## src/rtl/gic_pkg.sv

```systemverilog
package gic_pkg;

	localparam int GROUPS     = 4;
	localparam int LINES      = 8;
	localparam int LINE_IDX_W = $clog2(LINES);
	localparam int SRC_W      = 32;
	localparam int VEC_W      = 5;
	localparam int EXT_W      = GROUPS * LINES;

	typedef logic [LINES-1:0] line_vec_t;

	localparam line_vec_t ALL_ONES = '1;

	typedef logic [1:0] func_t;
	localparam func_t FUNC_WRITE = 2'd0;
	localparam func_t FUNC_READ  = 2'd1;
	localparam func_t FUNC_TICK  = 2'd2;

	typedef logic [1:0] sel_t;
	localparam sel_t SEL_PENDING = 2'd0;
	localparam sel_t SEL_EDGE    = 2'd1;
	localparam sel_t SEL_MASK    = 2'd2;

	typedef struct packed {
		func_t            func;
		logic [1:0]       group_index;
		sel_t             reg_select;
		line_vec_t        write_data;
		logic [SRC_W-1:0] source_lines;
	} op_t;

	typedef struct packed {
		line_vec_t        read_data;
		logic             irq;
		logic             vector_valid;
		logic [VEC_W-1:0] vector_index;
	} res_t;

	// index of the lowest set bit; 0 when none is set
	function automatic logic [LINE_IDX_W-1:0] first_set(input line_vec_t w);
		logic [LINE_IDX_W-1:0] idx;
		idx = '0;
		for (int b = LINES - 1; b >= 0; b--) begin
			if (w[b]) begin
				idx = LINE_IDX_W'(b);
			end
		end
		return idx;
	endfunction

endpackage

```

## src/rtl/grouped_interrupt_controller_top.sv

```systemverilog
// Path from the input beat to its result beat: input register (op_s1), then result register (res_q).
// Throughput: one beat per cycle while out_ready is high; the register update and the
// vector search for a beat both sit between the input register and the result register.
// Reset (arst_n low, asynchronous): pending clear, mask and edge mode all ones,
// last sampled sources zero, both pipeline stages empty.
module grouped_interrupt_controller_top import gic_pkg::*; (
	input  logic             clk,
	input  logic             arst_n,
	input  logic             in_valid,
	output logic             in_ready,
	input  logic [1:0]       func,
	input  logic [1:0]       group_index,
	input  logic [1:0]       reg_select,
	input  logic [7:0]       write_data,
	input  logic [SRC_W-1:0] source_lines,
	output logic             out_valid,
	input  logic             out_ready,
	output logic [7:0]       read_data,
	output logic             irq,
	output logic             vector_valid,
	output logic [VEC_W-1:0] vector_index
);

	op_t  op_s1;
	logic valid_s1;
	res_t res_d;
	res_t res_q;
	logic out_valid_q;
	logic advance;

	assign advance  = valid_s1 && (!out_valid_q || out_ready);
	assign in_ready = !valid_s1 || advance;

	gic_regs u_regs (
		.clk     (clk),
		.arst_n  (arst_n),
		.advance (advance),
		.op      (op_s1),
		.res     (res_d)
	);

	always_ff @(posedge clk or negedge arst_n) begin
		if (!arst_n) begin
			valid_s1    <= 1'b0;
			out_valid_q <= 1'b0;
		end else begin
			if (in_ready) begin
				valid_s1 <= in_valid;
			end
			if (advance) begin
				out_valid_q <= 1'b1;
			end else if (out_ready) begin
				out_valid_q <= 1'b0;
			end
		end
	end

	always_ff @(posedge clk) begin
		if (in_valid && in_ready) begin
			op_s1.func         <= func;
			op_s1.group_index  <= group_index;
			op_s1.reg_select   <= reg_select;
			op_s1.write_data   <= write_data;
			op_s1.source_lines <= source_lines;
		end
		if (advance) begin
			res_q <= res_d;
		end
	end

	assign out_valid    = out_valid_q;
	assign read_data    = res_q.read_data;
	assign irq          = res_q.irq;
	assign vector_valid = res_q.vector_valid;
	assign vector_index = res_q.vector_index;

endmodule

```

## src/rtl/gic_regs.sv

```systemverilog
module gic_regs import gic_pkg::*; (
	input  logic clk,
	input  logic arst_n,
	input  logic advance,
	input  op_t  op,
	output res_t res
);

	line_vec_t        pend_q [GROUPS];
	line_vec_t        mask_q [GROUPS];
	line_vec_t        edge_q [GROUPS];
	logic [SRC_W-1:0] last_src_q;

	line_vec_t        pend_d [GROUPS];
	line_vec_t        mask_d [GROUPS];
	line_vec_t        edge_d [GROUPS];
	line_vec_t        now_g  [GROUPS];
	line_vec_t        prev_g [GROUPS];
	line_vec_t        set_g  [GROUPS];
	line_vec_t        live_g [GROUPS];

	logic [EXT_W-1:0] src_now;
	logic [EXT_W-1:0] src_prev;
	line_vec_t        rd;
	logic             found;
	logic [VEC_W-1:0] vec;

	// groups past the 32 source bits see their lines low
	assign src_now  = EXT_W'(op.source_lines);
	assign src_prev = EXT_W'(last_src_q);

	always_comb begin
		rd = '0;
		for (int g = 0; g < GROUPS; g++) begin
			pend_d[g] = pend_q[g];
			mask_d[g] = mask_q[g];
			edge_d[g] = edge_q[g];
			now_g[g]  = src_now[g*LINES +: LINES];
			prev_g[g] = src_prev[g*LINES +: LINES];
			// edge lines set on a rising edge, level lines while high
			set_g[g]  = (edge_q[g] & now_g[g] & ~prev_g[g]) | (~edge_q[g] & now_g[g]);
			case (op.func)
				FUNC_WRITE: begin
					if (32'(op.group_index) == g) begin
						case (op.reg_select)
							SEL_PENDING: pend_d[g] = pend_q[g] & ~op.write_data;
							SEL_EDGE:    edge_d[g] = op.write_data;
							SEL_MASK:    mask_d[g] = op.write_data;
							default:     ;
						endcase
					end
				end
				FUNC_READ: begin
					if (32'(op.group_index) == g) begin
						case (op.reg_select)
							SEL_PENDING: rd = pend_q[g];
							SEL_EDGE:    rd = edge_q[g];
							SEL_MASK:    rd = mask_q[g];
							default:     ;
						endcase
					end
				end
				FUNC_TICK: pend_d[g] = pend_q[g] | set_g[g];
				default:   ;
			endcase
			live_g[g] = pend_d[g] & ~mask_d[g];
		end
	end

	// lowest group wins: scan from the top down
	always_comb begin
		found = 1'b0;
		vec   = '0;
		for (int g = GROUPS - 1; g >= 0; g--) begin
			if (|live_g[g]) begin
				found = 1'b1;
				vec   = VEC_W'(g * LINES + int'(first_set(live_g[g])));
			end
		end
	end

	assign res.read_data    = rd;
	assign res.irq          = found;
	assign res.vector_valid = found;
	assign res.vector_index = vec;

	always_ff @(posedge clk or negedge arst_n) begin
		if (!arst_n) begin
			for (int g = 0; g < GROUPS; g++) begin
				pend_q[g] <= '0;
				mask_q[g] <= ALL_ONES;
				edge_q[g] <= ALL_ONES;
			end
			last_src_q <= '0;
		end else if (advance) begin
			for (int g = 0; g < GROUPS; g++) begin
				pend_q[g] <= pend_d[g];
				mask_q[g] <= mask_d[g];
				edge_q[g] <= edge_d[g];
			end
			if (op.func == FUNC_TICK) begin
				last_src_q <= op.source_lines;
			end
		end
	end

endmodule

```

## config.mk

```make
export PLATFORM = sky130hd
export DESIGN_NAME = grouped_interrupt_controller_top
export DESIGN_NICKNAME = d
export VERILOG_FILES = /design/src/rtl/gic_pkg.sv /design/src/rtl/grouped_interrupt_controller_top.sv /design/src/rtl/gic_regs.sv
export SDC_FILE = /design/constraint.sdc
export NUM_CORES = 1
export LEC_CHECK = 0
export BUFFER_PORTS_ARGS = -buffer_cell sky130_fd_sc_hd__buf_2
export CORE_ASPECT_RATIO = 1.4
export CORE_MARGIN = 3
export CORE_UTILIZATION = 61
export CTS_CLUSTER_SIZE = 10
export DETAILED_ROUTE_END_ITERATION = 8
export PLACE_DENSITY_LB_ADDON = 0.1
export SYNTH_ARGS = -nofsm -noshare
export SYNTH_HDL_FRONTEND = slang
export SYNTH_SLANG_ARGS = --single-unit
```

## constraint.sdc

```tcl
create_clock -name clk -period 3.8 [get_ports clk]
set_clock_uncertainty 0.15 [all_clocks]
set_input_delay 0.19 -clock clk [delete_from_list [all_inputs] [get_ports clk]]
set_output_delay 0.19 -clock clk [all_outputs]
set_load 0.005 [all_outputs]
```

==> Implementation_results.wiki, run 1 <==
{| class="wikitable"
! Metric !! Value
|-
| Result of the run || completed
|-
| Unique cell type count in the Yosys netlist || 56
|-
| Remaining global-route overflow || 0
|-
| Internal || 3.935 mW
|-
| Period utilisation layout || 85.47%
|-
| First-pass iteration count of the detailed router || 5
|-
| Global-route wire length before repair || 42,100 um
|-
| Crit path buf inv count || 2
|-
| Worst stage delay on the critical path || approximately 550 ps
|-
| Kind of end point of the critical path || flop
|-
| Number of remaining DRC errors || 0
|-
| Final count of hold timing violations || 0
|-
| Worst slew margin relative to its limit || approximately a third
|-
| Die ar. || about 17,000 um^2
|-
| Global placement routability congestion || just over 0.9
|-
| Final slew viol count || 0
|-
| Hold_buf cts || 50
|-
| TritonCTS clock tree || built
|-
| Latest clock arrival within the worst-skew pair || between 400 and 500 ps
|-
| Number of buffers inserted during clock tree synthesis || 17
|-
| Post-Synthesis Net Count || 868
|-
| Fraction of registers with async set or reset after synthesis || 68.42%
|-
| Clock root buffer || clkbuf_16
|-
| Site Rows || 52
|-
| Fmax || 0.3079 GHz
|-
| Number of post-CTS setup repair buffers || 0
|-
| Cell area after synthesis || 9349 um^2
|-
| Gate family responsible for the most delay along the worst path || simple AND/OR/NAND/NOR gates
|-
| Cells after synthesis || 818
|-
| Standby leakage power || 4.546 nW
|-
| Most frequent standard cell in the layout excluding fill and tap cells || nand2_1
|-
| Min cycle time layout || ~3200 ps
|-
| Util after Layout || 74.53%
|-
| Number of flip-flops and latches in the synthesized netlist || 190
|-
| Max Cap Viol || 0
|-
| Die Span X || 110.6 um
|-
| Final number of setup-violating endpoints || 0
|-
| Via density || around 6.4
|-
| Number of antenna violations at the first check in global routing || 1
|-
| Sequential fraction of design power || 49.0%
|-
| Mapped Avg Cell Area || 11.43 um^2
|-
| Pin count of the biggest net entering global routing || 68
|-
| Portion of total power attributed to the clock network || 29.7%
|-
| Starting density of the core || 63.58%
|-
| HPWL after detailed placement || approximately 18,000 um
|-
| Routed WL per cell || around 23 um
|-
| Fraction of layout instances using a drive strength above 1 || 32.59%
|-
| Number of antenna-violating nets in the routed design || 0
|-
| H-tree Lvls || 4
|-
| Count of flip-flops with a built-in enable after synthesis || 60
|-
| Setup TNS || 0 ps
|-
| Cell type of the slowest stage on the worst timing path || edfxtp_1
|-
| VDD IR-drop max || 0.4193 mV
|-
| Dominant synthesized flop cell || dfrtp_1
|-
| Kind of critical path || reg2reg
|-
| Warnings from Yosys || 0
|-
| Clock transition at the registers of the reported paths || 80 ps
|-
| Worst hold path type || in2async
|-
| Unrepaired setup endpoints after global routing || no
|-
| Synth-to-Final Area Change || 17.22%
|-
| Port bufs || 66
|-
| Net count of the finished layout || 979
|-
| Critical path required time || between 3000 and 4000 ps
|-
| Height of the die || 152.5 um
|-
| Number of design-rule violations left by the first detailed-router iteration || 646
|-
| Cell Chain, Critical Path || buf_4, nor4b_4, buf_4, nand2_2, mux2i_1, a22oi_1, nand3_1, nor2_1, nand3_1, a41o_1
|-
| Max Fanout on Critical Path || 14
|-
| CP Data Arrival Time || 3290 ps
|-
| Slew at the pin closest to its max-slew limit || slightly above 1000 ps
|-
| Vias post-DR || 7,247
|-
| Maximum number of buffers from clock root to sink || 2
|-
| Final wirelength || ~26,000 um
|-
| PostCTS Resize Cnt || 0
|-
| Clock Sinks || between 150 and 200
|-
| Sw Pwr || 1.767 mW
|-
| Core area || 14,700 um^2
|-
| Antenna diode instance count || 0
|-
| Top library cells by usage in the layout, fill and taps aside || nand2_1 (115), mux2_2 (98), dfrtp_1 (66)
|-
| Category of the worst setup path launch point || flop
|-
| Power Dens Cells || 520.3 nW/um^2
|-
| Boundary pin count || 67
|-
| Net switching fraction of the power || 30.99%
|-
| Total global-route track usage || 31.86%
|-
| Comb power frac || 21.3%
|-
| Number of global-route vias before repair || roughly 7,500
|-
| Portion of the post-synthesis area used by sequential elements || 54.93%
|}
## worst reg2reg max path, delay by kind of cell (launching register included)
kind / cells / cell delay [ps]
and+or+nand+nor: 5 / 1000
AOI/OAI and AO/OA: 2 / 590
DFF: 1 / 550
buffers and inverters: 2 / 540
muxes: 1 / 180
## metal layers
metal | vias to the layer above | wire (um) | GRT usage (%)
met3 | 73 | 1526 | 5.562
met2 | 328 | 13510 | 54.95
met1 | 3616 | 10470 | 39.76
li1 | 3228 | - | -
met5 | - | 13 | 0
met4 | 2 | 958 | 13.03
## logic make-up after synthesis
group	count (synthesis)	share of synthesized area (%)
buffers and inverters	72	3.466
DFF	190	54.93
and+or+nand+nor	250	12.65
AOI/OAI and AO/OA	158	10.87
muxes	148	18.09
## Yosys cell counts (2+ instances only)
| library cell | instances | area share (%) |
|---|---|---|
| a2111oi_0 | 3 | 0.28 |
| a21oi_1 | 46 | 2.5 |
| a22oi_1 | 3 | 0.24 |
| a31oi_1 | 17 | 1.1 |
| a32o_1 | 17 | 1.8 |
| a32oi_1 | 5 | 0.47 |
| and2_1 | 2 | 0.13 |
| and3_1 | 14 | 0.94 |
| buf_1 | 7 | 0.28 |
| buf_2 | 16 | 0.86 |
| buf_4 | 5 | 0.40 |
| buf_6 | 2 | 0.24 |
| clkbuf_1 | 23 | 0.92 |
| dfrtp_1 | 66 | 18 |
| dfstp_2 | 64 | 18 |
| edfxtp_1 | 60 | 19 |
| inv_1 | 18 | 0.72 |
| mux2_2 | 98 | 12 |
| mux2i_1 | 43 | 4.6 |
| mux4_2 | 7 | 1.7 |
| nand2_1 | 115 | 4.6 |
| nand2b_1 | 6 | 0.40 |
| nand3_1 | 36 | 1.9 |
| nand3b_1 | 2 | 0.16 |
| nand4_1 | 4 | 0.27 |
| nor2_1 | 43 | 1.7 |
| nor2b_1 | 2 | 0.13 |
| nor3_1 | 14 | 0.75 |
| nor4b_4 | 2 | 0.51 |
| o2111ai_1 | 2 | 0.19 |
| o211ai_1 | 3 | 0.24 |
| o21ai_0 | 36 | 1.9 |
| o22ai_1 | 13 | 0.87 |
| or2_2 | 2 | 0.13 |
## final timing paths
check | from | to | slack, ps | depth (start not counted)
worst max-delay path | op_s1[42] | vector_index[0] | 550 | 10
worst min-delay path | arst_n | u_regs.last_src_q[3] | 250 | 2
worst max register to register | op_s1[42] | vector_index[0] | 550 | 10
worst min register to register | u_regs.last_src_q[24] | u_regs.last_src_q[24] | 360 | 1
max in group asynchronous | arst_n | u_regs.edge_q[14] | 2350 | 3
min in group clk | write_data[2] | op_s1[34] | 320 | 2
## sequential cells by signal (all words and copies together), names as in the netlist
name and count:
op_s1 46, out_valid 1, read_data 8, u_regs.edge_q 32, u_regs.last_src_q 32, u_regs.mask_q 32
u_regs.pend_q 32, valid_s1 1, vector_index 5, vector_valid 1
## power groups by stage
stage | combinational, mW | clock (mW) | sequential, mW
floorplan | 0.826 | 0 | 2.72
detailed placement | 1.15 | 0 | 2.82
finish | 1.21 | 1.69 | 2.79
global route | 1.33 | 1.80 | 2.83
CTS | 1.20 | 1.70 | 2.78
global placement | 1.12 | 0 | 2.79
## stage by stage
stage,setup slack [ps],cells,power [mW],hold slack [ps],instance area (um^2)
after floorplan,1140,818,3.545,-255.6,9349
after global placement,708.5,1049,3.912,165.0,9907
after detailed placement,609.7,1049,3.968,181.4,9907
after CTS,604.3,1131,5.684,267.9,10960
after global routing,376.6,1131,5.965,306.4,10960
final,552.2,1131,5.702,246.5,10960
## cell type report
type / instances / area, um^2
Clock buffer: 17 / 425.4
Clock inverter: 15 / 126.4
Inverter: 19 / 71.32
Tap cell: 189 / 236.5
Timing Repair Buffer: 145 / 1064
Sequential cell: 190 / 5135
Fill cell: 1028 / 3745
Multi-Input combinational cell: 556 / 3901
Power figures use the tool's default switching activity.
==> run 2: changes to the inputs <==
- BUFFER_PORTS_ARGS: -buffer_cell sky130_fd_sc_hd__buf_2 -> not set
- CORE_UTILIZATION: 61 -> 64
- DONT_BUFFER_PORTS: not set -> 1
==> run 2 against run 1 <==
  * Power is 0.38% higher
  * Register-to-register slack worse by 200 ps
  * Via count decreased by 3.2%
  * Sequential share of layout area up 1.2 points
  * Non-clock buffer count down 64
  * Die area shrank 4.5%
  * Fmax down 5.8%
  * Routed wire length is 3.8% lower
  * Core utilization rose by 1.2 points
  * Global-route usage is 0.86 points higher
  * Highest routed layer is now met4
==> Implementation_results.wiki, run 2 (same netlist as run 1, synthesis figures left out) <==
{| class="wikitable"
! Metric !! Value
|-
| Remaining global-route overflow || 0 (unchanged)
|-
| Busiest metal layer after global routing || met2 (unchanged)
|-
| Beginning of the critical path || op_s1[45] (was op_s1[42])
|-
| Net count of the finished layout || 915 (was 979)
|-
| Worst slew margin relative to its limit || 37.32% (was 31.91%)
|-
| RR Startpoint || op_s1[45] (was op_s1[42])
|-
| Util after Layout || 75.73% (was 74.53%)
|-
| Final slew viol count || 0 (unchanged)
|-
| Kind of end point of the critical path || flop (unchanged)
|-
| Max Fanout on Critical Path || 18 (was 14)
|-
| Critical path required time || 3840 ps (about the same)
|-
| Hold_buf cts || 51 (was 50)
|-
| Vias post-DR || 7,016 (was 7,247)
|-
| Most frequent standard cell in the layout excluding fill and tap cells || nand2_1 (unchanged)
|-
| Number of remaining DRC errors || 0 (unchanged)
|-
| TritonCTS clock tree || built (unchanged)
|-
| Total power after layout || 5.724 mW (was 5.702 mW)
|-
| Number of antenna-violating nets in the routed design || 0 (unchanged)
|-
| Clock root buffer || clkbuf_16 (unchanged)
|-
| Antenna diode instance count || 0 (unchanged)
|-
| Placed Instance Area || 9577 um^2 (was 9907 um^2)
|-
| Kind of critical path || reg2reg (unchanged)
|-
| Height of the die || 149.0 um (was 152.5 um)
|-
| Number of antenna violations at the first check in global routing || 0 (was 1)
|-
| Slew at the pin closest to its max-slew limit || 936.0 ps (was 1021 ps)
|-
| Number of global-route vias before repair || 7,269 (was 7,546)
|-
| Die Span X || 108.1 um (was 110.6 um)
|-
| Power Dens Cells || 535.9 nW/um^2 (was 520.3 nW/um^2)
|-
| Result of the run || completed (unchanged)
|-
| Final standard cell area without fillers || 10,680 um^2 (was 10,960 um^2)
|-
| Maximum number of buffers from clock root to sink || 2 (unchanged)
|-
| VDD IR-drop max || 0.3667 mV (was 0.4193 mV)
|-
| Clock transition at the registers of the reported paths || 70 ps (was 80 ps)
|-
| Layout fillers || 928 (was 1,028)
|-
| Final wirelength || 25,460 um (was 26,480 um)
|-
| Pin count of the biggest net entering global routing || 131 (was 68)
|-
| Grt met1 use || 40.58% (was 39.76%)
|-
| Worst hold path type || in2reg (was in2async)
|-
| Category of the worst setup path launch point || flop (unchanged)
|-
| Max Cap Viol || 0 (unchanged)
|-
| Final number of setup-violating endpoints || 0 (unchanged)
|-
| Number of post-CTS setup repair buffers || 0 (unchanged)
|-
| Period utilisation layout || 90.73% (was 85.47%)
|-
| Global-route wire length before repair || 39,670 um (was 42,100 um)
|-
| Setup TNS || 0 ps (unchanged)
|-
| Worst Reg-to-Reg Cells || 9 (was 10)
|-
| GR met3 Demand/Resource || 5.977% (was 5.562%)
|-
| Core area || 14,100 um^2 (was 14,700 um^2)
|-
| Final count of hold timing violations || 0 (unchanged)
|-
| Destination of the critical timing path || vector_index[0] (unchanged)
|-
| Fraction of layout instances using a drive strength above 1 || 27.68% (was 32.59%)
|-
| Min cycle time layout || 3448 ps (was 3248 ps)
|-
| Boundary pin count || 67 (unchanged)
|-
| Number of buffers inserted during clock tree synthesis || 17 (unchanged)
|-
| Total global-route track usage || 32.72% (was 31.86%)
|-
| CP Data Arrival Time || 3490 ps (was 3290 ps)
|-
| Number of flip-flops in the largest register || 46 (unchanged)
|-
| Starting density of the core || 66.29% (was 63.58%)
|-
| Hold depth || 1
|-
| HPWL after detailed placement || 17,070 um (was 17,780 um)
|-
| Clock Sinks || 190 (unchanged)
|-
| Synth-to-Final Area Change || 14.24% (was 17.22%)
|-
| Terminus of the critical flop-to-flop path || vector_index[0] (unchanged)
|-
| First-pass iteration count of the detailed router || 5 (unchanged)
|-
| Register containing the most flip-flops in the final layout || op_s1 (unchanged)
|-
| Via density || 6.600 (was 6.408)
|-
| Global-route track usage on met2 || 54.33% (was 54.95%)
|-
| Latest clock arrival within the worst-skew pair || 440 ps (was 430 ps)
|-
| Site Rows || 51 (was 52)
|-
| Top library cells by usage in the layout, fill and taps aside || nand2_1 (115), mux2_2 (98), dfrtp_1 (66) (unchanged)
|-
| Standby leakage power || 4.310 nW (was 4.546 nW)
|-
| Routed WL per cell || 23.95 um (was 23.41 um)
|-
| PostCTS Resize Cnt || 0 (unchanged)
|-
| Global placement routability congestion || 0.9765 (was 0.9350)
|-
| Fmax || 0.2900 GHz (was 0.3079 GHz)
|-
| Reg2reg setup slack || 350 ps (was 550 ps)
|-
| Unrepaired setup endpoints after global routing || no (unchanged)
|-
| Port bufs || 0 (was 66)
|-
| Die ar. || 16,110 um^2 (was 16,870 um^2)
|-
| Number of design-rule violations left by the first detailed-router iteration || 488 (was 646)
|-
| Hold slack || 209.1 ps (was 246.5 ps)
|-
| H-tree Lvls || 4 (unchanged)
|}
[run 2: changes by cell type in the layout (fill, tap and decap cells not counted)]
cell	delta
inv_6	+1
clkinvlp_4	+1
clkinv_4	-2
buf_16	+1
buf_2	-65
clkinv_2	-1
bufinv_16	+1
[run 2: metal layers]
metal | vias to the layer above | wire length [um]
li1 | 3101 | -
met1 | 3477 | 9826
met2 | 350 | 12630
met3 | 88 | 1674
met4 | 0 | 1329
met5 | - | 0
[run 2: worst min path at each step]
stage / slack, ps / from / to
floorplan: -260 / arst_n / out_valid
global placement: -250 / arst_n / u_regs.last_src_q[3]
detailed placement: -250 / arst_n / u_regs.last_src_q[3]
CTS: 220 / write_data[0] / op_s1[32]
global route: 210 / source_lines[27] / op_s1[27]
finish: 210 / in_valid / op_s1[43]
[run 2: power breakdown]
group	total, mW	switching [mW]	leakage (nW)	internal, mW
sequential	2.80	0.262	2.04	2.53
combinational	1.17	0.651	1.99	0.521
clock	1.76	0.830	0.276	0.927
[run 2: metrics by stage]
step	std cells	setup slack, ps
global route	1063	209.3
finish	1063	352.2
CTS	1063	402.3
global placement	980	527.7
detailed placement	980	414.6
floorplan	818	1140
[run 2: cell type report]
| cell class | instances | area [um^2] | area share, % |
|---|---|---|---|
| Timing Repair Buffer | 81 | 765.7 | 7.170 |
| Sequential cell | 190 | 5135 | 48.08 |
| Tap cell | 185 | 231.5 | 2.167 |
| Clock inverter | 15 | 150.1 | 1.406 |
| Inverter | 19 | 71.32 | 0.6678 |
| Clock buffer | 17 | 425.4 | 3.983 |
| Multi-Input combinational cell | 556 | 3901 | 36.53 |
[run 2: critical path, cell delays in order, from the launching register on]
cell and delay, ps:
edfxtp_1 570, nor2b_2 840, buf_4 380, and3_1 230, o22ai_1 140, nand4_1 140
and4b_4 230, o2111ai_1 100, nand3_1 130, a41o_1 260
==> run 3: changes to the inputs <==
- CORE_UTILIZATION: 64 -> 30
==> run 3 against run 2 <==
  * Clock power barely moved
  * Sequential share of layout area fell by 0.96 points
  * Fmax increased by 0.86%
  * Critical endpoint is now vector_index[2]
  * Highest routed layer unchanged
  * Critical path depth decreased by 1
  * Worst setup slack improved by 29 ps
  * Routed wire length up 15%
  * Critical path type unchanged
==> Implementation_results.wiki, run 3 (same netlist as run 1, synthesis figures left out) <==
{| class="wikitable"
! Metric !! Value
|-
| Result of the run || completed (unchanged)
|-
| CP Data Arrival Time || 3540 ps (was 3490 ps)
|-
| Storage cell area || 5135 um^2 (unchanged)
|-
| Number of flip-flops in the largest register || 46 (unchanged)
|-
| Height of the die || 214.9 um (was 149.0 um)
|-
| Area of the multi-input gates || 3901 um^2 (unchanged)
|-
| Kind of end point of the critical path || flop (unchanged)
|-
| Global-route track usage on met2 || 30.68% (was 54.33%)
|-
| Maximum number of buffers from clock root to sink || 2 (unchanged)
|-
| Number of buffers inserted during clock tree synthesis || 17 (unchanged)
|-
| Layout fillers || 2,996 (was 928)
|-
| Number of remaining DRC errors || 0 (unchanged)
|-
| HPWL after detailed placement || 20,090 um (was 17,070 um)
|-
| Via density || 5.400 (was 6.600)
|-
| Clock transition at the registers of the reported paths || 70 ps (about the same)
|-
| Most frequent standard cell in the layout excluding fill and tap cells || nand2_1 (unchanged)
|-
| Final slew viol count || 0 (unchanged)
|-
| Unrepaired setup endpoints after global routing || no (unchanged)
|-
| Final count of hold timing violations || 0 (unchanged)
|-
| Starting density of the core || 30.84% (was 66.29%)
|-
| Latest clock arrival within the worst-skew pair || 460 ps (was 440 ps)
|-
| Max Cap Viol || 0 (unchanged)
|-
| Worst slew margin relative to its limit || 35.28% (was 37.32%)
|-
| Final wirelength || 29,160 um (was 25,460 um)
|-
| TritonCTS clock tree || built (unchanged)
|-
| Top library cells by usage in the layout, fill and taps aside || nand2_1 (115), mux2_2 (98), dfrtp_1 (66) (unchanged)
|-
| Category of the worst setup path launch point || flop (unchanged)
|-
| Synth-to-Final Area Change || 16.57% (was 14.24%)
|-
| Site Rows || 75 (was 51)
|-
| Global placement routability congestion || 0.8987 (was 0.9765)
|-
| Core area || 30,310 um^2 (was 14,100 um^2)
|-
| Critical path required time || 3920 ps (was 3840 ps)
|-
| Kind of critical path || reg2reg (unchanged)
|-
| Die Span X || 155.2 um (was 108.1 um)
|-
| Power Dens Cells || 524.0 nW/um^2 (was 535.9 nW/um^2)
|-
| Number of antenna-violating nets in the routed design || 0 (unchanged)
|-
| Global-route wire length before repair || 44,920 um (was 39,670 um)
|-
| Grt met1 use || 22.25% (was 40.58%)
|-
| Number of antenna violations at the first check in global routing || 0 (unchanged)
|-
| Cell count after placement || 1,180 (was 980)
|-
| Clock root buffer || clkbuf_16 (unchanged)
|-
| Fraction of layout instances using a drive strength above 1 || 27.90% (was 27.68%)
|-
| Pin count of the biggest net entering global routing || 131 (unchanged)
|-
| Worst hold path type || in2reg (unchanged)
|-
| Busiest metal layer after global routing || met2 (unchanged)
|-
| Slew at the pin closest to its max-slew limit || 946.4 ps (was 936.0 ps)
|-
| Min cycle time layout || 3418 ps (was 3448 ps)
|-
| First-pass iteration count of the detailed router || 6 (was 5)
|-
| Register containing the most flip-flops in the final layout || op_s1 (unchanged)
|-
| Layout Cells excl Fill || 1,264 (was 1,063)
|-
| Standby leakage power || 4.299 nW (was 4.310 nW)
|-
| Boundary pin count || 67 (unchanged)
|-
| Period utilisation layout || 89.96% (was 90.73%)
|-
| Fmax || 0.2925 GHz (was 0.2900 GHz)
|-
| H-tree Lvls || 4 (unchanged)
|-
| Total power after layout || 5.710 mW (was 5.724 mW)
|-
| Final number of setup-violating endpoints || 0 (unchanged)
|-
| Routed WL per cell || 23.07 um (was 23.95 um)
|-
| Setup TNS || 0 ps (unchanged)
|-
| Clock Sinks || 190 (unchanged)
|-
| Remaining global-route overflow || 0 (unchanged)
|-
| Number of design-rule violations left by the first detailed-router iteration || 489 (was 488)
|-
| Die ar. || 33,350 um^2 (was 16,110 um^2)
|-
| VDD IR-drop max || 0.2712 mV (was 0.3667 mV)
|-
| Max Fanout on Critical Path || 18 (unchanged)
|-
| Port bufs || 0 (unchanged)
|-
| Vias post-DR || 6,825 (was 7,016)
|-
| Net count of the finished layout || 915 (unchanged)
|-
| GR met3 Demand/Resource || 2.576% (was 5.977%)
|-
| Total global-route track usage || 17.78% (was 32.72%)
|-
| Number of global-route vias before repair || 7,184 (was 7,269)
|}
[run 3: layout make-up]
type	instances	share of cell area [%]
multi-input cells	556	35.80
repair buffers	81	6.912
inverters	19	0.6544
flip-flops and latches	190	47.12
well taps	385	4.420
clock buffers	18	3.938
clock inverters	14	1.137
diodes	1	0.02296
[run 3: per-stage QoR]
| stage | area (um^2) | hold slack (ps) | utilization, % | setup WS (ps) |
|---|---|---|---|---|
| 2_1_floorplan | 9349 | -255.6 | - | 1140 |
| 3_3_place_gp | 9814 | -247.5 | 32.38 | 238.6 |
| 3_5_place_dp | 9814 | -250.2 | 32.38 | 265.3 |
| 4_1_cts | 10900 | 164.9 | 35.95 | 234.2 |
| 5_1_grt | 10900 | 177.5 | 35.95 | 225.3 |
| 6_report | 10900 | 199.0 | 35.95 | 381.5 |
[run 3: final timing paths]
path | from | to | slack (ps) | depth (start not counted)
worst max-delay path | op_s1[44] | vector_index[2] | 380 | 8
worst min-delay path | write_data[3] | op_s1[35] | 200 | 1
worst max register to register | op_s1[44] | vector_index[2] | 380 | 8
worst min register to register | valid_s1 | out_valid | 340 | 1
max in group asynchronous | arst_n | u_regs.pend_q[23] | 2730 | 2
min in group asynchronous | arst_n | u_regs.pend_q[3] | 210 | 2
[run 3: per-layer routing]
layer	up-vias	wire [um]	share of wire (%)
met5	-	0	0
met4	0	773	2.7
met3	36	904	3.1
met2	181	14860	51
met1	3501	12620	43
li1	3107	-	-
[run 3: where the power goes]
group	switching, mW	leakage (nW)	internal [mW]
Clock	0.874	0.268	0.862
Combinational	0.674	1.99	0.517
Sequential	0.251	2.04	2.53
Total	1.80	4.30	3.91
[run 3: repair_timing]
item,4_1_cts,5_1_grt
setup endpoints to repair,0,1
setup buffers,0,0
endpoints found under the hold margin,178,0
gates resized for setup,0,1
hold buffers,51,0
[run 3: critical path, stage by stage, from the launching register on]
cell	delay, ps
edfxtp_1	570
and4bb_2	670
a31oi_1	170
o22ai_1	400
nand4_1	320
nand2b_1	240
a41oi_1	320
o21bai_1	130
a31oi_1	250
